`src/lhp_pkg.sv`:
```
// shared types and constants for the latency histogram percentile monitor
`timescale 1ns / 1ps
package lhp_pkg;

  localparam int unsigned SAMPLE_W       = 24;
  localparam int unsigned COUNT_W        = 32;
  localparam int unsigned SUM_W          = 56;
  localparam int unsigned PERMILLE_W     = 10;
  localparam int unsigned CHANNEL_W      = 2;
  localparam int unsigned CFG_IDX_W      = 2;
  localparam int unsigned CFG_DATA_W     = 10;
  localparam int unsigned PERMILLE_SCALE = 1000;
  localparam int unsigned TARGET_W       = COUNT_W + PERMILLE_W;
  localparam int unsigned PCT_N          = 3;

  localparam int unsigned BINS_DEFAULT         = 1024;
  localparam int unsigned CHANNELS_DEFAULT     = 4;
  localparam int unsigned BIN_WIDTH_US_DEFAULT = 40;

  localparam logic [PERMILLE_W-1:0] PCT_A_RESET = 10'd500;
  localparam logic [PERMILLE_W-1:0] PCT_B_RESET = 10'd950;
  localparam logic [PERMILLE_W-1:0] PCT_C_RESET = 10'd990;

  typedef enum logic [0:0] {
    OP_ADD   = 1'b0,
    OP_FLUSH = 1'b1
  } lhp_op_e;

  typedef enum logic [CFG_IDX_W-1:0] {
    CFG_ENABLED = 2'd0,
    CFG_PCT_A   = 2'd1,
    CFG_PCT_B   = 2'd2,
    CFG_PCT_C   = 2'd3
  } lhp_cfg_e;

  typedef struct packed {
    lhp_op_e               operation;
    logic [CHANNEL_W-1:0]  channel;
    logic [SAMPLE_W-1:0]   sample_us;
  } lhp_req_t;

  typedef struct packed {
    logic [CHANNEL_W-1:0]  report_channel;
    logic [COUNT_W-1:0]    sample_count;
    logic [SUM_W-1:0]      sample_sum;
    logic [SAMPLE_W-1:0]   max_sample;
    logic [SAMPLE_W-1:0]   pct_a_us;
    logic [SAMPLE_W-1:0]   pct_b_us;
    logic [SAMPLE_W-1:0]   pct_c_us;
  } lhp_rsp_t;

  // permille * (count - 1) for each reported percentile
  typedef struct packed {
    logic [TARGET_W-1:0] a;
    logic [TARGET_W-1:0] b;
    logic [TARGET_W-1:0] c;
  } lhp_targets_t;

  typedef struct packed {
    logic [SAMPLE_W-1:0] a;
    logic [SAMPLE_W-1:0] b;
    logic [SAMPLE_W-1:0] c;
  } lhp_pcts_t;

endpackage

```
`src/lhp_pct_walk.sv`:
```
// running-total walker that picks the three percentile bins
`timescale 1ns / 1ps
module lhp_pct_walk #(
  parameter int unsigned BINS         = lhp_pkg::BINS_DEFAULT,
  parameter int unsigned BIN_WIDTH_US = lhp_pkg::BIN_WIDTH_US_DEFAULT
) (
  input  logic                          clk_i,
  input  logic                          rst_ni,
  input  logic                          start_i,
  input  lhp_pkg::lhp_targets_t         tgt_i,
  input  logic                          empty_i,
  input  logic [lhp_pkg::SAMPLE_W-1:0]  max_i,
  input  logic                          data_valid_i,
  input  logic [lhp_pkg::COUNT_W-1:0]   data_i,
  output logic                          done_o,
  output lhp_pkg::lhp_pcts_t            pct_o
);
  import lhp_pkg::*;

  localparam int unsigned BIN_AW = $clog2(BINS);
  localparam int unsigned ACC_W  = TARGET_W + BIN_AW;
  localparam int unsigned HALF   = BIN_WIDTH_US / 2;

  logic [BIN_AW-1:0]   idx_q, idx1_q;
  logic                v1_q, done_q;
  logic [TARGET_W-1:0] scaled_q;
  logic [ACC_W-1:0]    acc_q, acc_sum;
  logic [PCT_N-1:0]    found_q;
  logic [BIN_AW-1:0]   pick_q [PCT_N];
  lhp_targets_t        tgt_q;
  logic                empty_q;
  logic [SAMPLE_W-1:0] max_q;

  logic [TARGET_W-1:0] tgt_arr [PCT_N];
  logic [SAMPLE_W-1:0] res [PCT_N];

  // running total times 1000 beats permille*(count-1) exactly when the
  // total reaches floor(permille*(count-1)/1000)+1
  always_comb begin
    tgt_arr[0] = tgt_q.a;
    tgt_arr[1] = tgt_q.b;
    tgt_arr[2] = tgt_q.c;
    acc_sum    = acc_q + ACC_W'(scaled_q);
    for (int k = 0; k < PCT_N; k++) begin
      if (empty_q) begin
        res[k] = '0;
      end else if (found_q[k]) begin
        res[k] = SAMPLE_W'(SAMPLE_W'(pick_q[k]) * SAMPLE_W'(BIN_WIDTH_US) + SAMPLE_W'(HALF));
      end else begin
        res[k] = max_q;
      end
    end
  end

  always_ff @(posedge clk_i or negedge rst_ni) begin
    if (!rst_ni) begin
      v1_q    <= 1'b0;
      done_q  <= 1'b0;
      idx_q   <= '0;
      found_q <= '0;
      acc_q   <= '0;
    end else begin
      v1_q   <= data_valid_i;
      done_q <= v1_q && (idx1_q == BIN_AW'(BINS - 1));
      if (start_i) begin
        idx_q   <= '0;
        found_q <= '0;
        acc_q   <= '0;
      end else begin
        if (data_valid_i) begin
          idx_q <= idx_q + BIN_AW'(1);
        end
        if (v1_q) begin
          acc_q <= acc_sum;
          for (int k = 0; k < PCT_N; k++) begin
            if (!found_q[k] && (acc_sum > ACC_W'(tgt_arr[k]))) begin
              found_q[k] <= 1'b1;
            end
          end
        end
      end
    end
  end

  always_ff @(posedge clk_i) begin
    if (start_i) begin
      tgt_q   <= tgt_i;
      empty_q <= empty_i;
      max_q   <= max_i;
    end
    if (data_valid_i) begin
      idx1_q   <= idx_q;
      scaled_q <= TARGET_W'(data_i) * TARGET_W'(PERMILLE_SCALE);
    end
    if (v1_q) begin
      for (int k = 0; k < PCT_N; k++) begin
        if (!found_q[k] && (acc_sum > ACC_W'(tgt_arr[k]))) begin
          pick_q[k] <= idx1_q;
        end
      end
    end
  end

  assign done_o  = done_q;
  assign pct_o.a = res[0];
  assign pct_o.b = res[1];
  assign pct_o.c = res[2];

endmodule
```
`config.mk`:
```
export PLATFORM = sky130hd
export DESIGN_NAME = lhp_pct_walk
export DESIGN_NICKNAME = d
export VERILOG_FILES = /design/src/lhp_pkg.sv /design/src/lhp_pct_walk.sv
export SDC_FILE = /design/constraint.sdc
export NUM_CORES = 1
export LEC_CHECK = 0
export BUFFER_PORTS_ARGS = -buffer_cell sky130_fd_sc_hd__buf_2
export CAP_MARGIN = 40
export CORE_ASPECT_RATIO = 1.25
export CORE_UTILIZATION = 40
export CTS_CLUSTER_DIAMETER = 100
export CTS_CLUSTER_SIZE = 24
export DETAILED_ROUTE_END_ITERATION = 8
export HOLD_SLACK_MARGIN = 0.03
export PLACE_DENSITY = 0.66
export SETUP_SLACK_MARGIN = 0.3
export SLEW_MARGIN = 5
export SYNTH_ARGS = -nofsm -noshare
export SYNTH_HDL_FRONTEND = slang
export SYNTH_SLANG_ARGS = --single-unit
```
`constraint.sdc`:
```
create_clock -name clk_i -period 4.9 [get_ports clk_i]
set_clock_uncertainty 0.2 [all_clocks]
set_input_delay 0.735 -clock clk_i [delete_from_list [all_inputs] [get_ports clk_i]]
set_output_delay 0.735 -clock clk_i [all_outputs]
set_load 0.005 [all_outputs]
```
---- After elaboration in Yosys (flattened, before gate mapping) ----
Memory sizes are Yosys's and may differ from the RTL's.
Cells that the tools add are included.
storage, ports and cells
  bits in registers ....................... 267
  ROM bits ................................ 0
  latch bits .............................. 0
  memories kept ........................... 1
  bits in writable memories ............... 30
  output and inout bits ................... 73
memories
  name    depth  bits a word  read ports  clocked after Yosys merged registers in  wr ports  line                RTL
  pick_q  3      10           3           0                                        3         lhp_pct_walk.sv:29  logic [BIN_AW-1:0] pick_q [PCT_N];
operators by class
  order comparisons ....................... 3
  shift operators ......................... 0
  eq/ne operators ......................... 1
  reductions and logical operators ........ 15
  muxes and demuxes ....................... 24
  $add $sub $neg .......................... 5
  bitwise operators ....................... 0
  $mul .................................... 4
  divide/modulo/power cells ............... 0
operator list
  kind                                                                   count
  52-bit by 42-bit > comparator with 1-bit output                        3
  24-bit two-way mux                                                     6
  52-bit two-way mux                                                     2
  52-bit by 42-bit adder with 52-bit output                              1
  16-bit by 5-bit adder with 17-bit output (second input constant)       3
  10-bit by 3-bit multiplier with 13-bit output (second input constant)  3
  32-bit by 7-bit multiplier with 39-bit output (second input constant)  1
  10-bit two-way mux                                                     2
  1-bit two-way mux                                                      12
  10-bit by 1-bit adder with 10-bit output (second input constant)       1
  10-bit equality test (second input constant)                           1
  2-bit nonzero test                                                     5
  3-bit two-way mux                                                      2
  2-bit AND reduction                                                    3
  1-bit logical AND                                                      4
  1-bit logical NOT                                                      3

---- Longest topological paths before layout ----
  depth in word-level cells ............... 6
  mapped depth ............................ 22

---- Worst setup path after synthesis ----
Ideal clock, no wire load.
  path type ............................... input-to-reg
  from .................................... in data_i[8] (netlist bit)
  to ...................................... reg scaled_q[41], data pin
  required time ........................... 4.565 ns
  buffers on the path ..................... 0
  arrival ................................. 5.040 ns
  cell stages on the path ................. 13
  setup slack ............................. -0.475 ns
  cells stage by stage .................... fa_1 > fa_1 > fa_1 > fa_1 > ha_1 > a21o_1 > a311oi_1 > nor3b_1 > o21ai_1 > a211oi_1 > o31ai_1 > or4_1 > nand3_1
on the way
  word-level cells in the longest chain between the ends .. 1
ends and longest elaborated chain
  element                                        line                RTL
  from (decl)                                    lhp_pct_walk.sv:14  input logic [lhp_pkg::COUNT_W-1:0] data_i,
  32-bit by 7-bit multiplier with 39-bit output  lhp_pct_walk.sv:93  scaled_q <= TARGET_W'(data_i) * TARGET_W'(PERMILLE_SCALE);
  to (signal assigned)                           lhp_pct_walk.sv:93
  to (decl)                                      lhp_pct_walk.sv:26  logic [TARGET_W-1:0] scaled_q;
Every way passes these cells.
A chain may end at the register's enable or synchronous reset.

==> reports/metrics.cfg <==
[placement]
numPortBuffers=259
place_congestion=0.922
dpl.cell_count=3356
post_dp_cell_area_mm2=0.0271
dp_hpwl_mm=52.6

[global_routing]
antenna_found_initial=2
overflow=0
grt_start_max_net_pins=100
grtUsageTotal_pct=22.6
grt_pass1_vias=18900
grt_pass1_wl_mm=102

[die]
die_w_um=215
initial_utilization_pct=40.5
die_area_mm2=0.0577
io_pins=260
die_y_um=268
core_mm2=0.0561
rows=97

[final_layout]
area_delta_synth_final_pct=29.7
fin_util_pct=52.5
layout.cell_area.non_filler_mm2=0.0294
final_cell_mix=buf_4, ha_1, buf_2, edfxtp_1, inv_1
fillers=4988
num_antenna_cells=0
drive_gt1_share_pct=31.1
layout_commonest_cell=buf_4
regArea_mm2=0.00851
stdcell_count=3447
multiInputGateArea_mm2=0.0145
nNetsFinal=3297

[synth]
synth-edff-count=230
synth.distinct_cells=72
synth_top_cell_area_share_pct=30.4
avgSynthCellArea_um2=10.7
syn-cell-area_mm2=0.0227
yosysTopAreaCell=edfxtp_1
async_reset_ff_share_pct=21.8
dominantRegCellSynth=edfxtp_1
ys_seq_elements=294
synth_seq_area_share_pct=37.5
synth_warnings=0
syn_inst=2117
synthTopCellsByArea=edfxtp_1, ha_1, fa_1, dfrtp_1, inv_1
synthesis.nets=2719

[hold_path]
whs_path_depth=1
hp-class=in -> reg
hold_start=tgt_i[13]
hold_end=tgt_arr[13]$_DFFE_PP_

[critical_path]
reg2regPathDepth=25
cp.arrival_ns=5.01
required_ns=4.94
critical_path_class=reg -> reg
crit_fanout=5
startpoint_type=flop
r2r-start=scaled_q[4]$_DFFE_PP_
end_kind=flop
timing.reg2reg.setup_slack_ns=-0.07
r2r_end=pick_q[0][4]$_DFFE_PP_

[detailed_routing]
wl_per_cell_um=19.1
drc=0
drt.antenna.violating_nets=0
wirelength_mm=66.0
dr.first_iter.drc_count=1033
via_per_inst=5.26
route.vias.total=18100
first_pass_iters=5

[timing]
slew_headroom_pct=43.6
tightest_slew_ns=0.846
fin_crit_sh_pct=101
setup_violations=10
final_hold_viol_count=0
setup_ws_ns=-0.0650
min_period_ns=4.97
rsz0062_at_grt=true
final-max-slew-violation-count=0
max_freq_mhz=201

[clocking]
insertion_delay_ns=0.53
cts_buffer_depth=3
h-tree-depth=1
cts_made_buffers=16
root_buffer=clkbuf_16
cts_tree=yes
clkSinkCount=294
clk_pin_slew_ns=0.10

[pwr]
p_sw_share_pct=44.4
p_int_mw=13.7
power_frac_seq_pct=16.0
vdd_drop_max_uv=401
p_clk_share_pct=6.2
comb_power_share_pct=77.8
p_switching_mw=10.9
power.leakage_nw=13.5
power_density_mw_per_mm2=834

[outcome]
violations=setup timing
status=complete, but fails checks

[flow_run]
max_cap_violations=0

metal layers:
| layer | share of wire [%] | vias up | global-route usage, % |
|---|---|---|---|
| li1 | - | 8755 | - |
| met2 | 53 | 434 | 43.2 |
| met5 | 0.020 | - | 0 |
| met1 | 41 | 8859 | 26.7 |
| met4 | 2.9 | 2 | 7.13 |
| met3 | 3.2 | 87 | 1.75 |
per-stage QoR:
step                      hold slack, ns  setup slack [ns]  total power [mW]  TNS (ns)
after floorplan                    0.239            -0.153              13.7    -0.819
after global placement             0.258            -0.547              19.6    -16.94
after detailed placement           0.266            -0.613              20.0    -20.85
after CTS                          0.143           -0.0369              23.0    -0.208
after global routing               0.143            -0.226              26.6     -5.32
final                              0.168           -0.0650              24.6    -0.597
how the worst max path moves through the flow:
stage / from / end / slack [ns] / cells after the start
after floorplan: data_i[12] / scaled_q[38]$_DFFE_PP_ / -0.15 / 16
after global routing: scaled_q[4]$_DFFE_PP_ / pick_q[0][1]$_DFFE_PP_ / -0.23 / 23
final: scaled_q[4]$_DFFE_PP_ / pick_q[0][4]$_DFFE_PP_ / -0.07 / 25
after detailed placement: data_i[13] / scaled_q[41]$_DFFE_PP_ / -0.61 / 17
after CTS: scaled_q[17]$_DFFE_PP_ / pick_q[0][4]$_DFFE_PP_ / -0.04 / 19
after global placement: data_i[1] / scaled_q[38]$_DFFE_PP_ / -0.55 / 16
cells in the mapped netlist, types with 8 or more instances:
master	n
ha_1	293
edfxtp_1	230
inv_1	206
nor2_1	192
a21oi_1	130
fa_1	122
nand2_1	94
o21ai_0	74
a21o_1	73
xnor2_1	65
dfrtp_1	64
nand4_1	55
xor2_1	54
mux2i_1	44
a211oi_1	43
clkbuf_1	40
nand3_1	39
and2_1	37
nor2b_1	23
nor3_1	20
o211ai_1	16
o21a_1	16
o21bai_1	14
nor3b_1	13
a31oi_1	10
or3_1	10
a21boi_0	9
a311oi_1	9
and3_1	9
o21ai_1	9
and4_1	8
nor4_1	8
sequential cells by signal (all words and copies together) (netlist names):
| name | flops |
|---|---|
| done_o | 1 |
| empty_q | 1 |
| pick_q | 30 |
| acc_q | 49 |
| found_q | 3 |
| v1_q | 1 |
| max_q | 24 |
| idx1_q | 10 |
| scaled_q | 39 |
| tgt_arr | 126 |
| idx_q | 10 |
power groups by stage:
stage          Sequential (mW)  Combinational, mW  Clock (mW)
2_1_floorplan             3.76               9.91           0
3_5_place_dp              3.96               16.0           0
6_report                  3.92               19.1        1.53
3_3_place_gp              3.96               15.6           0
5_1_grt                   3.97               20.9        1.64
4_1_cts                   3.91               17.5        1.57
worst max-delay path: stages, from the launching register on:
cell	delay, ns
edfxtp_1	0.51
buf_6	0.17
ha_4	0.26
a21o_1	0.14
nand4_1	0.12
a21oi_2	0.21
o211ai_1	0.12
buf_4	0.17
nand2_4	0.07
a31oi_4	0.10
o31ai_4	0.29
buf_4	0.17
xor2_2	0.07
buf_4	0.14
ha_1	0.27
nand4_1	0.14
nor2_2	0.19
buf_4	0.13
a21oi_1	0.05
o211ai_1	0.11
buf_4	0.18
nor2_2	0.04
a31o_4	0.25
a311oi_4	0.28
buf_4	0.18
buf_16	0.11
repair_timing:
| action | in CTS | in global routing |
|---|---|---|
| hold buffers | 1 | 0 |
| setup buffers | 30 | 30 |
| endpoints found under the hold margin | 6 | 0 |
| resized for setup | 141 | 139 |
| gates cloned | 2 | 0 |
| pin swaps | 101 | 125 |
| setup endpoints to repair | 59 | 60 |
layout make-up:
class | instances | area share (%)
Clock buffer | 25 | 1.62
Inverter | 206 | 2.63
Clock inverter | 3 | 0.0680
Sequential cell | 294 | 28.9
Multi-Input combinational cell | 1568 | 49.3
Timing Repair Buffer | 609 | 14.3
Tap cell | 742 | 3.15
cells by family after synthesis:
logic type,share of synthesized area (%)
buffers and inverters,4.30
adders and majority gates,26.9
and+or+nand+nor,11.5
xor gates and xnor gates,4.59
muxes,1.99
AOI/OAI and AO/OA,13.2
DFF,37.5
Power figures use the tool's default switching activity.
