==> config.mk <==
export PLATFORM = sky130hd
export DESIGN_NAME = lhp_bin_index
export DESIGN_NICKNAME = d
export VERILOG_FILES = /design/src/lhp_pkg.sv /design/src/lhp_bin_index.sv
export SDC_FILE = /design/constraint.sdc
export NUM_CORES = 1
export LEC_CHECK = 0
export BUFFER_PORTS_ARGS = -buffer_cell sky130_fd_sc_hd__buf_2
export CAP_MARGIN = 20
export CORE_ASPECT_RATIO = 0.7
export CORE_MARGIN = 2
export CORE_UTILIZATION = 55
export CTS_BUF_LIST = sky130_fd_sc_hd__clkbuf_4 sky130_fd_sc_hd__clkbuf_8
export CTS_CLUSTER_DIAMETER = 80
export DETAILED_ROUTE_END_ITERATION = 8
export PLACE_DENSITY_LB_ADDON = 0.05
export SETUP_SLACK_MARGIN = 0.2
export SLEW_MARGIN = 40
export SYNTH_ARGS = -nofsm -noshare
export SYNTH_HDL_FRONTEND = slang
export SYNTH_SLANG_ARGS = --single-unit
==> constraint.sdc <==
create_clock -name clk_i -period 7.3 [get_ports clk_i]
set_input_delay 0.73 -clock clk_i [delete_from_list [all_inputs] [get_ports clk_i]]
set_output_delay 0.73 -clock clk_i [all_outputs]
set_load 0.005 [all_outputs]
==> src/lhp_pkg.sv <==
// shared types and constants for the latency histogram percentile monitor
`timescale 1ns / 1ps
package lhp_pkg;

  localparam int unsigned SAMPLE_W       = 24;
  localparam int unsigned COUNT_W        = 32;
  localparam int unsigned SUM_W          = 56;
  localparam int unsigned PERMILLE_W     = 10;
  localparam int unsigned CHANNEL_W      = 2;
  localparam int unsigned CFG_IDX_W      = 2;
  localparam int unsigned CFG_DATA_W     = 10;
  localparam int unsigned PERMILLE_SCALE = 1000;
  localparam int unsigned TARGET_W       = COUNT_W + PERMILLE_W;
  localparam int unsigned PCT_N          = 3;

  localparam int unsigned BINS_DEFAULT         = 1024;
  localparam int unsigned CHANNELS_DEFAULT     = 4;
  localparam int unsigned BIN_WIDTH_US_DEFAULT = 40;

  localparam logic [PERMILLE_W-1:0] PCT_A_RESET = 10'd500;
  localparam logic [PERMILLE_W-1:0] PCT_B_RESET = 10'd950;
  localparam logic [PERMILLE_W-1:0] PCT_C_RESET = 10'd990;

  typedef enum logic [0:0] {
    OP_ADD   = 1'b0,
    OP_FLUSH = 1'b1
  } lhp_op_e;

  typedef enum logic [CFG_IDX_W-1:0] {
    CFG_ENABLED = 2'd0,
    CFG_PCT_A   = 2'd1,
    CFG_PCT_B   = 2'd2,
    CFG_PCT_C   = 2'd3
  } lhp_cfg_e;

  typedef struct packed {
    lhp_op_e               operation;
    logic [CHANNEL_W-1:0]  channel;
    logic [SAMPLE_W-1:0]   sample_us;
  } lhp_req_t;

  typedef struct packed {
    logic [CHANNEL_W-1:0]  report_channel;
    logic [COUNT_W-1:0]    sample_count;
    logic [SUM_W-1:0]      sample_sum;
    logic [SAMPLE_W-1:0]   max_sample;
    logic [SAMPLE_W-1:0]   pct_a_us;
    logic [SAMPLE_W-1:0]   pct_b_us;
    logic [SAMPLE_W-1:0]   pct_c_us;
  } lhp_rsp_t;

  // permille * (count - 1) for each reported percentile
  typedef struct packed {
    logic [TARGET_W-1:0] a;
    logic [TARGET_W-1:0] b;
    logic [TARGET_W-1:0] c;
  } lhp_targets_t;

  typedef struct packed {
    logic [SAMPLE_W-1:0] a;
    logic [SAMPLE_W-1:0] b;
    logic [SAMPLE_W-1:0] c;
  } lhp_pcts_t;

endpackage

==> src/lhp_bin_index.sv <==
// two-stage pipeline mapping a sample to its clamped histogram bin
`timescale 1ns / 1ps
module lhp_bin_index #(
  parameter int unsigned BINS         = lhp_pkg::BINS_DEFAULT,
  parameter int unsigned BIN_WIDTH_US = lhp_pkg::BIN_WIDTH_US_DEFAULT,
  parameter int unsigned CH_W         = $clog2(lhp_pkg::CHANNELS_DEFAULT)
) (
  input  logic                          clk_i,
  input  logic                          rst_ni,
  input  logic                          in_valid_i,
  input  logic [lhp_pkg::SAMPLE_W-1:0]  sample_i,
  input  logic [CH_W-1:0]               ch_i,
  output logic                          out_valid_o,
  output logic [CH_W-1:0]               out_ch_o,
  output logic [$clog2(BINS)-1:0]       out_bin_o,
  output logic                          busy_o
);
  import lhp_pkg::*;

  localparam int unsigned BIN_AW  = $clog2(BINS);
  localparam int unsigned RECIP_W = SAMPLE_W + 1;
  localparam int unsigned PROD_W  = SAMPLE_W + RECIP_W;
  localparam int unsigned W_W     = $clog2(BIN_WIDTH_US + 1);
  localparam int unsigned REM_W   = SAMPLE_W + W_W;
  localparam int unsigned Q_W     = SAMPLE_W + 1;
  localparam logic [RECIP_W-1:0] RECIP = RECIP_W'((64'd1 << SAMPLE_W) / BIN_WIDTH_US);

  logic                  v1_q, v2_q;
  logic [PROD_W-1:0]     prod_q;
  logic [SAMPLE_W-1:0]   s1_q;
  logic [CH_W-1:0]       ch1_q, ch2_q;
  logic [BIN_AW-1:0]     bin_q, bin_d;

  logic [Q_W-1:0]        q_est, q_fix;
  logic [REM_W-1:0]      qw, rem;

  // estimate is exact or one low, one compare fixes it
  always_comb begin
    q_est = prod_q[PROD_W-1:SAMPLE_W];
    qw    = REM_W'(q_est) * REM_W'(BIN_WIDTH_US);
    rem   = REM_W'(s1_q) - qw;
    q_fix = (rem >= REM_W'(BIN_WIDTH_US)) ? q_est + Q_W'(1) : q_est;
    if (q_fix > Q_W'(BINS - 1)) begin
      bin_d = BIN_AW'(BINS - 1);
    end else begin
      bin_d = q_fix[BIN_AW-1:0];
    end
  end

  always_ff @(posedge clk_i or negedge rst_ni) begin
    if (!rst_ni) begin
      v1_q <= 1'b0;
      v2_q <= 1'b0;
    end else begin
      v1_q <= in_valid_i;
      v2_q <= v1_q;
    end
  end

  always_ff @(posedge clk_i) begin
    if (in_valid_i) begin
      prod_q <= PROD_W'(sample_i) * PROD_W'(RECIP);
      s1_q   <= sample_i;
      ch1_q  <= ch_i;
    end
    if (v1_q) begin
      bin_q <= bin_d;
      ch2_q <= ch1_q;
    end
  end

  assign out_valid_o = v2_q;
  assign out_ch_o    = ch2_q;
  assign out_bin_o   = bin_q;
  assign busy_o      = v1_q | v2_q;

endmodule

* Word-level counts from Yosys, hierarchy flattened
Index checks and enable logic that the tools add are counted.
** Storage, ports and cells
- Register bits after elaboration :: 82
- Input bits :: 29
- Output and inout port bits :: 14
- Logic and storage cells :: 15
** Cells by class
- $add $sub $neg :: 2
- $mul :: 2
- $lt $le $gt $ge :: 2
- Mux-type cells :: 1
- Bitwise gates (word level) :: 1
** Operators by type and width (number)
- 24-bit by 18-bit multiplier with 42-bit output, second input constant :: 1
- 30-bit by 6-bit greater-or-equal comparator with 1-bit output, second input constant :: 1
- 24-bit by 25-bit subtractor with 26-bit output :: 1
- 19-bit by 3-bit multiplier with 22-bit output, second input constant :: 1
- 19-bit by 1-bit adder with 20-bit output, second input constant :: 1
- 20-bit by 10-bit greater-than comparator with 1-bit output, second input constant :: 1
- 20-bit 2-to-1 mux :: 1
- 1-bit bitwise OR :: 1

* Longest topological paths before layout
Gate-level depths: netlist of run 1.
- Depth in word-level cells :: 5
- Mapped depth :: 28
- Mapped depth without buffers :: 26

* Worst setup path after synthesis of run 1
OpenSTA, ideal clock, no wires.
- Path type :: input to register
- Start point :: input sample_i[8] (netlist bit)
- End point :: register prod_q[42] (data pin)
- Library setup time :: 0.260 ns
- Data arrival time :: 5.958 ns
- Required time :: 7.040 ns
- Setup slack :: 1.082 ns
- Stages on the path :: 20
- Buffers on the path :: 0
- Cells stage by stage :: ha_1 -> inv_1 -> fa_1 -> inv_1 -> fa_1 -> fa_1 -> fa_1 -> fa_1 -> ha_1 -> a21oi_1 -> o21ai_0 -> or3_1 -> and4_1 -> a221oi_1 -> o21ai_0 -> o211ai_1 -> a21boi_0 -> o21a_1 -> nor2_1 -> xnor2_1
** On the way
- Cells in the longest elaborated chain, start to end :: 1
** RTL lines
- start: declaration :: line lhp_bin_index.sv:11 : input logic [lhp_pkg::SAMPLE_W-1:0] sample_i,
- 24-bit by 18-bit multiplier with 42-bit output :: line lhp_bin_index.sv:62 : prod_q <= PROD_W'(sample_i) * PROD_W'(RECIP);
- end signal: assignment :: line lhp_bin_index.sv:62
- end: declaration :: line lhp_bin_index.sv:29 : logic [PROD_W-1:0] prod_q;
Every way passes these cells.
A chain may end at the register's enable or synchronous reset.

* Worst setup path after layout of run 1
- Start point :: register prod_q[26]
- End point :: register bin_q[1] (netlist: out_bin_o[1]) (data pin)
** On the way
- Cells in the longest elaborated chain, start to end :: 5
- Elaborated cells on any way between the ends :: 6
- Those cells by class :: 2 x add/sub; 1 x mul; 2 x order compare; 1 x mux
** RTL lines
- 19-bit by 3-bit multiplier with 22-bit output :: line lhp_bin_index.sv:40 : qw = REM_W'(q_est) * REM_W'(BIN_WIDTH_US);
- 24-bit by 25-bit subtractor with 26-bit output :: line lhp_bin_index.sv:41 : rem = REM_W'(s1_q) - qw;
- 30-bit by 6-bit greater-or-equal comparator with 1-bit output :: line lhp_bin_index.sv:42 : q_fix = (rem >= REM_W'(BIN_WIDTH_US)) ? q_est + Q_W'(1) : q_est;
- 20-bit 2-to-1 mux (*) :: line lhp_bin_index.sv:42
- 20-bit by 10-bit greater-than comparator with 1-bit output :: line lhp_bin_index.sv:43 : if (q_fix > Q_W'(BINS - 1)) begin
- end signal: assignment :: line lhp_bin_index.sv:67 : bin_q <= bin_d;
- end: declaration :: line lhp_bin_index.sv:32 : logic [BIN_AW-1:0] bin_q, bin_d;
Every way passes the cells marked *; elsewhere a longest branch is shown, timed or not.

==> summary.txt, run 1 <==
Route
  • Wirelength per Cell: 19.4 um
  • Antenna-violating nets left: 0
  • Initial detailed-routing violation count: 789
  • TritonRoute pass-1 iters: 5
  • DRC: 0
  • Routed vias/inst: 5.61
  • Routed wire length: 28.3 mm
  • Via count: 8189

Logic synthesis
  • Yosys reg bits: 56
  • Area leader, netlist: fa_1
  • Area contributors post-synth: fa_1 (28%), ha_1 (25%), edfxtp_1 (14%), inv_1 (9.2%), xnor2_1 (2.0%)
  • Top-count cell post-synth: inv_1
  • Mapped cell area: 11400 um2
  • Top cells by count, synth: inv_1 (280), ha_1 (226), fa_1 (160), edfxtp_1 (54), nand2_1 (45)
  • Most used DFF post-synth: edfxtp_1
  • Synth Area per Inst: 10.0 um2
  • Synthesis warning total: 0
  • Syn_nets: 1554
  • Asr flop ratio synth: 3.57%
  • Share of the synthesized area in the top cell type: 28.0%
  • Post-Syn Instances: 1139
  • Number of synthesized flops with an enable pin: 54
  • Sequential area share after synthesis: 14.6%
  • Netlist cell types: 67

Floorplan
  • Die height: 125 um
  • Ports: 43
  • Die width: 176 um
  • Row Count: 44
  • Core area: 20600 um2
  • Die ar.: 22000 um2
  • Initial Util: 55.6%

Outcome
  • Outcome: finished, final reports clean

Finish
  • Layout cell share with drive strength beyond 1: 5.99%
  • Area delta synth->final: 5.65%
  • NumNets Final: 1599
  • Fillers: 1872
  • N_diodes: 0

Timing
  • Setup_tns: 0 ps
  • Slew HR: 55.7%
  • Worst Tran Pin Value: 660 ps
  • Final setup violation count: 0
  • Final Hold Viols: 0
  • FMAX: 0.150 GHz
  • Worst clock skew: 15.3 ps
  • RSZ-0062 raised after global routing: false
  • Tcrit/Tclk final: 91.2%
  • Post-layout min period: 6660 ps
  • Slew Limit Fails: 0

Flow run
  • Max_cap viols: 0

Critical path
  • Critical path endpoint category: flop
  • CP Class: reg -> reg
  • Startpoint Class: flop
  • CP cell instances: ha_1, ha_1, a21o_1, a21oi_1, nor2b_1, o21a_1, o22a_1, a41oi_1, a21oi_1, a21oi_1, o21bai_1, xnor2_1, ha_1, nand4_1, nor4_1, o211ai_1, nand3_1, xor2_1, a2111o_1, nor4b_2, nand2_2, mux2_2, o211a_1, o211ai_2
  • Worst EP required: 7390 ps
  • Critical path data arrival time: 6750 ps
  • Slowest cell delay on critical path: 520 ps
  • Crit-path slowest cell: edfxtp_1
  • Worst Path Max Fanout: 12

Clock network
  • TritonCTS clock tree: built
  • Clk slew on worst S/H paths: 110 ps
  • H-tree depth: 2
  • CTS root buf: clkbuf_8
  • Worst skew pair latency: 340 ps
  • Cts bufs inserted: 5
  • CTS Sinks: 56
  • Hold-fix buffers, CTS: 0
  • Maximum clock path buffer count: 2

Placement
  • Port Buffer Count: 42
  • Gpl congestion: 0.934
  • Dpl hpwl: 25.0 mm

Global route
  • Vias in the first global route: 8302
  • Initial antenna violation count: 0
  • GRT Overall Usage: 27.7%
  • First-pass GRT wire length: 45.7 mm
  • Pin count of the biggest net entering global routing: 44
  • Gr ovfl total: 0

Worst hold path
  • Worst hold path type: in -> async
critical path: cells and delay by family, from the launching register on:
kind / cells / cell delay [ps]
AND/OR/NAND/NOR: 6 / 1680
AO/OA/AOI/OAI: 12 / 2530
flip-flops: 1 / 520
multiplexers: 1 / 290
XOR/XNOR: 2 / 230
adder cells (fa/ha/maj): 3 / 1160
layout make-up:
cell class | count | area (um2) | area share [%]
Inverter | 280 | 1050 | 8.70
Multi-Input combinational cell | 794 | 8650 | 71.6
Clock inverter | 2 | 38.8 | 0.321
Tap cell | 276 | 345 | 2.86
Sequential cell | 56 | 1670 | 13.8
Timing Repair Buffer | 47 | 250 | 2.07
Clock buffer | 6 | 76.3 | 0.632
flip-flops by register name, indices dropped and copies added (netlist names):
signal / cells
ch1_q: 2
out_bin_o: 10
out_ch_o: 2
out_valid_o: 1
prod_q: 19
s1_q: 21
v1_q: 1
layer usage:
metal	vias to the layer above	global-route usage [%]	wire length (um)
met3	17	5.43	2280
met4	0	4.23	298
met2	253	36.6	11000
li1	3901	-	-
met5	-	0	0
met1	4018	46.6	14700
repair_timing:
item	4_1_cts	5_1_grt
resized for setup	0	1
buffers inserted	0	0
setup endpoints to repair	0	10
cells in the final DEF, fill, tap and decap left out, drive strengths merged, types with 3 or more instances in the layout:
cell type / count
nand3: 17
or3: 7
fa: 160
o22ai: 3
nor4: 4
o21a: 11
a31oi: 4
o221ai: 3
a22oi: 3
o2bb2ai: 3
o21ai: 30
or2: 5
nand2b: 9
a221oi: 5
a211o: 3
inv: 281
nand4: 13
o211a: 3
a311oi: 4
and4: 4
nor2: 36
and3: 6
a21o: 17
o211ai: 11
nand4b: 3
buf: 47
ha: 226
xnor2: 26
and2: 4
clkbuf: 6
edfxtp: 54
a21oi: 44
nor3: 13
a211oi: 8
mux2i: 4
xor2: 23
nor2b: 8
nand2: 45
kinds of logic after synthesis:
family / share of synthesized area (%)
compound gates: 10.7
xor+xnor: 3.75
buf+inv: 9.77
simple gates: 8.00
mux: 0.448
fa+ha+maj: 52.7
flops: 14.6
metrics by stage:
step / instance area (um2) / instances / utilization (%) / hold WS, ps / setup WS, ps
after global routing: 12100 / 1461 / 58.7 / 127 / 255
after detailed placement: 12000 / 1453 / 58.1 / 405 / 494
after floorplan: 11400 / 1139 / - / 400 / 1080
final: 12100 / 1461 / 58.7 / 148 / 643
after global placement: 12000 / 1453 / 58.1 / 402 / 572
after CTS: 12100 / 1461 / 58.7 / 142 / 613
path summary, 6_finish.rpt:
check | endpoint | slack [ps] | startpoint | cells after the start
setup / recovery | out_bin_o[1] | 640 | prod_q[26] | 24
hold / removal | out_valid_o | 150 | rst_ni | 1
setup reg to reg | out_bin_o[1] | 640 | prod_q[26] | 24
hold reg to reg | out_ch_o[0] | 430 | ch1_q[0] | 0
max in group asynchronous | v1_q | 7060 | rst_ni | 1
min in group clk_i | out_ch_o[0] | 430 | ch1_q[0] | 0
Power of run 1 is not shown: default switching activity piles up to over one toggle a cycle in this logic, so the estimate is an artifact.
==> run 2, diff against run 1 <==
Settings changed: CORE_UTILIZATION 55 to 31.
==> run 2 against run 1 <==
Routed wire length up 17%. Clock-buffer cell count down 1. Final cell count up 14%. Utilization down 25 points. Global-route usage down 9.5 points. Sequential cell count unchanged. Maximum frequency down 0.55%. Critical path depth unchanged. Worst setup slack worse by 37 ps. Critical endpoint unchanged.
==> summary.txt, run 2 (synthesis results as in run 1) <==
Timing
  • Worst Tran Pin Value: 655 ps (was 660 ps)
  • FMAX: 0.149 GHz (was 0.150 GHz)
  • Tcrit/Tclk final: 91.7% (was 91.2%)
  • Final Hold Viols: 0 (unchanged)
  • Slew Limit Fails: 0 (unchanged)
  • Slew HR: 56.3% (was 55.7%)
  • RSZ-0062 raised after global routing: false (unchanged)
  • Final setup violation count: 0 (unchanged)
  • Post-layout min period: 6690 ps (was 6660 ps)
  • Setup_tns: 0 ps (unchanged)
  • Worst clock skew: 19.8 ps (was 15.3 ps)

Clock network
  • # Post-CTS Setup Buffers: 0 (unchanged)
  • Worst skew pair latency: 350 ps (was 340 ps)
  • Hold-fix buffers, CTS: 0 (unchanged)
  • Post-cts sizing count: 0 (unchanged)
  • CTS root buf: clkbuf_8 (unchanged)
  • Cts bufs inserted: 5 (unchanged)
  • CTS Sinks: 56 (unchanged)
  • Maximum clock path buffer count: 2 (unchanged)
  • TritonCTS clock tree: built (unchanged)
  • H-tree depth: 2 (unchanged)
  • Clk slew on worst S/H paths: 120 ps (was 110 ps)

Route
  • Initial detailed-routing violation count: 517 (was 789)
  • Wirelength per Cell: 19.8 um (was 19.4 um)
  • Routed wire length: 33.0 mm (was 28.3 mm)
  • Antenna-violating nets left: 0 (unchanged)
  • TritonRoute pass-1 iters: 5 (unchanged)
  • DRC: 0 (unchanged)
  • Routed vias/inst: 4.78 (was 5.61)
  • Via count: 7975 (was 8189)

Flow run
  • Max_cap viols: 0 (unchanged)

Critical path
  • Worst EP required: 7390 ps (about the same)
  • R2R Path Start: prod_q[26] (unchanged)
  • Critical path data arrival time: 6790 ps (was 6750 ps)
  • Worst r2r dst: out_bin_o[1] (unchanged)
  • Critical path endpoint category: flop (unchanged)
  • Startpoint Class: flop (unchanged)
  • Worst Path Max Fanout: 12 (unchanged)
  • R2R depth: 24 (unchanged)
  • CP Class: reg -> reg (unchanged)
  • R2R Setup Slk: 610 ps (was 640 ps)

Finish
  • Largest register FFs: 21 (unchanged)
  • Area delta synth->final: 7.89% (was 5.65%)
  • Register bank with the most flops: s1_q (unchanged)
  • NumNets Final: 1602 (was 1599)
  • Most frequent cells in the layout: inv_1 (280), ha_1 (226), fa_1 (160) (unchanged)
  • Reg area: 1670 um2 (unchanged)
  • N_diodes: 0 (unchanged)
  • Most common cell after layout, fill and taps aside: inv_1 (unchanged)
  • Multi-input logic area: 8650 um2 (about the same)
  • Layout cell share with drive strength beyond 1: 6.14% (was 5.99%)
  • Fillers: 3798 (was 1872)

Placement
  • Dpl hpwl: 29.5 mm (was 25.0 mm)
  • Port Buffer Count: 42 (unchanged)
  • Gpl congestion: 0.842 (was 0.934)

Global route
  • Vias in the first global route: 8332 (was 8302)
  • Gr ovfl total: 0 (unchanged)
  • GRT Overall Usage: 18.2% (was 27.7%)
  • First-pass GRT wire length: 51.4 mm (was 45.7 mm)
  • Initial antenna violation count: 0 (unchanged)
  • Pin count of the biggest net entering global routing: 44 (unchanged)

Floorplan
  • Die width: 234 um (was 176 um)
  • Row Count: 58 (was 44)
  • Core area: 36100 um2 (was 20600 um2)
  • Ports: 43 (unchanged)
  • Initial Util: 31.7% (was 55.6%)
  • Die ar.: 38500 um2 (was 22000 um2)
  • Die height: 165 um (was 125 um)

Outcome
  • Outcome: finished, final reports clean (unchanged)

Worst hold path
  • Worst hold path type: in -> async (unchanged)
==> run 2: cell count changes in the layout (fill, tap and decap cells not counted), sizes merged <==
cell and change:
buf +3, inv +2, bufinv -1, clkbuf -1
==> run 2: how the worst max path moves through the flow <==
stage          slack, ps  cells past startpoint      endpoint   startpoint
2_1_floorplan       1080                     20    prod_q[42]  sample_i[8]
3_3_place_gp         360                     22    prod_q[42]  sample_i[5]
3_5_place_dp         370                     22    prod_q[42]  sample_i[5]
4_1_cts              630                     24  out_bin_o[1]   prod_q[26]
5_1_grt              240                     24  out_bin_o[1]   prod_q[26]
6_report             610                     24  out_bin_o[1]   prod_q[26]
==> run 2: metal layers <==
layer / vias to the layer above / wire [um] / GRT usage [%]
met1: 3930 / 19300 / 31.4
met2: 137 / 12000 / 23.5
li1: 3896 / - / -
met3: 12 / 1360 / 2.26
met5: - / 0 / 0
met4: 0 / 276 / 2.47
==> run 2: critical path, stage by stage (launching register included) <==
cell,delay (ps)
edfxtp_1,540
ha_1,380
ha_1,300
a21o_1,160
a21oi_1,210
nor2b_1,70
o21a_1,190
o22a_1,210
a41oi_1,290
a21oi_1,210
a21oi_1,190
o21bai_1,90
xnor2_1,130
ha_1,530
nand4_1,180
nor4_1,520
o211ai_1,240
nand3_1,170
xor2_1,100
a2111o_1,330
nor4b_2,510
nand2_1,190
mux2_2,260
o211a_1,320
o211ai_2,130
==> run 2: cell type report <==
class                   count  share of cell area, %
multi-input cells         794                   70.1
flip-flops and latches     56                   13.5
inverters                 280                   8.52
well taps                 480                   4.87
repair buffers             50                   2.19
clock buffers               5                  0.558
clock inverters             3                  0.233
==> run 2: through the flow <==
| step | cells | setup slack (ps) | area (um2) | utilization (%) | hold slack, ps |
|---|---|---|---|---|---|
| detailed placement | 1660 | 371 | 12200 | 33.9 | 405 |
| floorplan | 1139 | 1080 | 11400 | - | 400 |
| CTS | 1668 | 629 | 12300 | 34.1 | 130 |
| finish | 1668 | 606 | 12300 | 34.1 | 154 |
| global route | 1668 | 236 | 12300 | 34.1 | 130 |
| global placement | 1660 | 363 | 12200 | 33.9 | 412 |
Power of run 2 is left out for the same reason.
==> run 3, diff against run 2 <==
Settings changed: CELL_PAD_IN_SITES_DETAIL_PLACEMENT set to 1, CELL_PAD_IN_SITES_GLOBAL_PLACEMENT set to 1.
==> run 3 against run 2 <==
Sequential share of layout area barely moved. Worst setup slack improved by 68 ps. Maximum frequency up 1.0%. Global-route usage is 1.3 points higher. Utilization increased by 0.059 points. Register-to-register slack better by 70 ps. Critical path depth rose by 1. Worst hold slack worse by 1.9 ps. Clock-buffer cell count is the same. Sequential cell count is the same. First-iteration DRC count shrank 24%. Highest routed layer unchanged.
==> summary.txt, run 3 (synthesis results as in run 1) <==
Route
  • Routed vias/inst: 4.81 (was 4.78)
  • Antenna-violating nets left: 0 (unchanged)
  • Initial detailed-routing violation count: 392 (was 517)
  • Wirelength per Cell: 21.1 um (was 19.8 um)
  • Routed wire length: 35.2 mm (was 33.0 mm)
  • Via count: 8040 (was 7975)
  • TritonRoute pass-1 iters: 4 (was 5)
  • DRC: 0 (unchanged)

Clock network
  • H-tree depth: 2 (unchanged)
  • # Post-CTS Setup Buffers: 0 (unchanged)
  • Cts bufs inserted: 5 (unchanged)
  • Worst skew pair latency: 340 ps (was 350 ps)
  • TritonCTS clock tree: built (unchanged)
  • CTS Sinks: 56 (unchanged)
  • Clk slew on worst S/H paths: 130 ps (was 120 ps)
  • CTS root buf: clkbuf_8 (unchanged)
  • Maximum clock path buffer count: 2 (unchanged)

Timing
  • Setup_tns: 0 ps (unchanged)
  • Post-layout min period: 6630 ps (was 6690 ps)
  • RSZ-0062 raised after global routing: false (unchanged)
  • Worst clock skew: 11.7 ps (was 19.8 ps)
  • Worst Tran Pin Value: 695 ps (was 655 ps)
  • Final Hold Viols: 0 (unchanged)
  • FMAX: 0.151 GHz (was 0.149 GHz)
  • Slew Limit Fails: 0 (unchanged)
  • Slew HR: 53.4% (was 56.3%)
  • Hold slack: 152 ps (was 154 ps)
  • Final setup violation count: 0 (unchanged)
  • Tcrit/Tclk final: 90.8% (was 91.7%)

Global route
  • First-pass GRT wire length: 55.1 mm (was 51.4 mm)
  • Pin count of the biggest net entering global routing: 44 (unchanged)
  • Gr ovfl total: 0 (unchanged)
  • Vias in the first global route: 8843 (was 8332)
  • Initial antenna violation count: 1 (was 0)
  • GRT Overall Usage: 19.5% (was 18.2%)

Flow run
  • Max_cap viols: 0 (unchanged)

Floorplan
  • Initial Util: 31.7% (unchanged)
  • Die height: 165 um (unchanged)
  • Row Count: 58 (unchanged)
  • Die width: 234 um (unchanged)
  • Core area: 36100 um2 (unchanged)
  • Die ar.: 38500 um2 (unchanged)
  • Ports: 43 (unchanged)

Critical path
  • Startpoint Class: flop (unchanged)
  • Critical path endpoint category: flop (unchanged)
  • Critical path data arrival time: 6730 ps (was 6790 ps)
  • Worst Path Max Fanout: 10 (was 12)
  • R2R depth: 25 (was 24)
  • Slowest cell delay on critical path: 570 ps (was 540 ps)
  • CP Class: reg -> reg (unchanged)
  • Crit-path slowest cell: edfxtp_1 (unchanged)
  • Worst EP required: 7400 ps (was 7390 ps)

Placement
  • Gpl congestion: 0.845 (was 0.842)
  • Port Buffer Count: 42 (unchanged)
  • Dpl hpwl: 31.8 mm (was 29.5 mm)

Finish
  • Area delta synth->final: 8.07% (was 7.89%)
  • NumNets Final: 1604 (was 1602)
  • Largest register FFs: 21 (unchanged)
  • N_diodes: 0 (unchanged)
  • Register bank with the most flops: s1_q (unchanged)
  • Most frequent cells in the layout: inv_1 (280), ha_1 (226), fa_1 (160) (unchanged)
  • Most common cell after layout, fill and taps aside: inv_1 (unchanged)
  • Post-layout util: 34.2% (was 34.1%)
  • Layout cell share with drive strength beyond 1: 6.39% (was 6.14%)

Worst hold path
  • Worst hold path type: in -> async (unchanged)

Outcome
  • Outcome: finished, final reports clean (unchanged)
## run 3: routing by layer
metal  global-route usage [%]  share of wire (%)
met1                     32.9                 58
met2                     26.5                 38
met4                     1.93               0.43
met3                     2.62                3.6
met5                        0                  0
## run 3: timing repair
| item | CTS | global route |
|---|---|---|
| hold endpoints to repair | 0 | 0 |
| gates resized for setup | 0 | 1 |
| setup endpoints to repair | 0 | 1 |
| hold buffers | 0 | 0 |
## run 3: worst paths after layout
kind | start | end | slack, ps
min reg2reg | ch1_q[0] | out_ch_o[0] | 440
min | rst_ni | out_valid_o | 150
max reg2reg | prod_q[26] | out_bin_o[1] | 670
max in group asynchronous | rst_ni | v1_q | 7060
min in group clk_i | ch1_q[0] | out_ch_o[0] | 440
max | prod_q[26] | out_bin_o[1] | 670
## run 3: critical path: cells and delay by family, from the launching register on
family,cells,cell delay [ps]
multiplexers,1,270
flip-flops,1,570
AND/OR/NAND/NOR,7,1600
AO/OA/AOI/OAI,13,2740
adder cells (fa/ha/maj),3,1130
XOR/XNOR,1,90
## run 3: cell type report
type | instances | area, um2
inverters | 280 | 1050
well taps | 480 | 601
repair buffers | 52 | 285
flip-flops and latches | 56 | 1670
multi-input cells | 794 | 8660
clock inverters | 3 | 28.8
clock buffers | 5 | 68.8
fillers | 4176 | 23800
## run 3: per-stage QoR
step | std cells | instance area (um2) | setup slack [ps]
2_1_floorplan | 1139 | 11400 | 1080
3_3_place_gp | 1662 | 12300 | 374
3_5_place_dp | 1662 | 12300 | 375
4_1_cts | 1670 | 12400 | 676
5_1_grt | 1670 | 12400 | 254
6_report | 1670 | 12400 | 674
Power of run 3 is left out for the same reason.
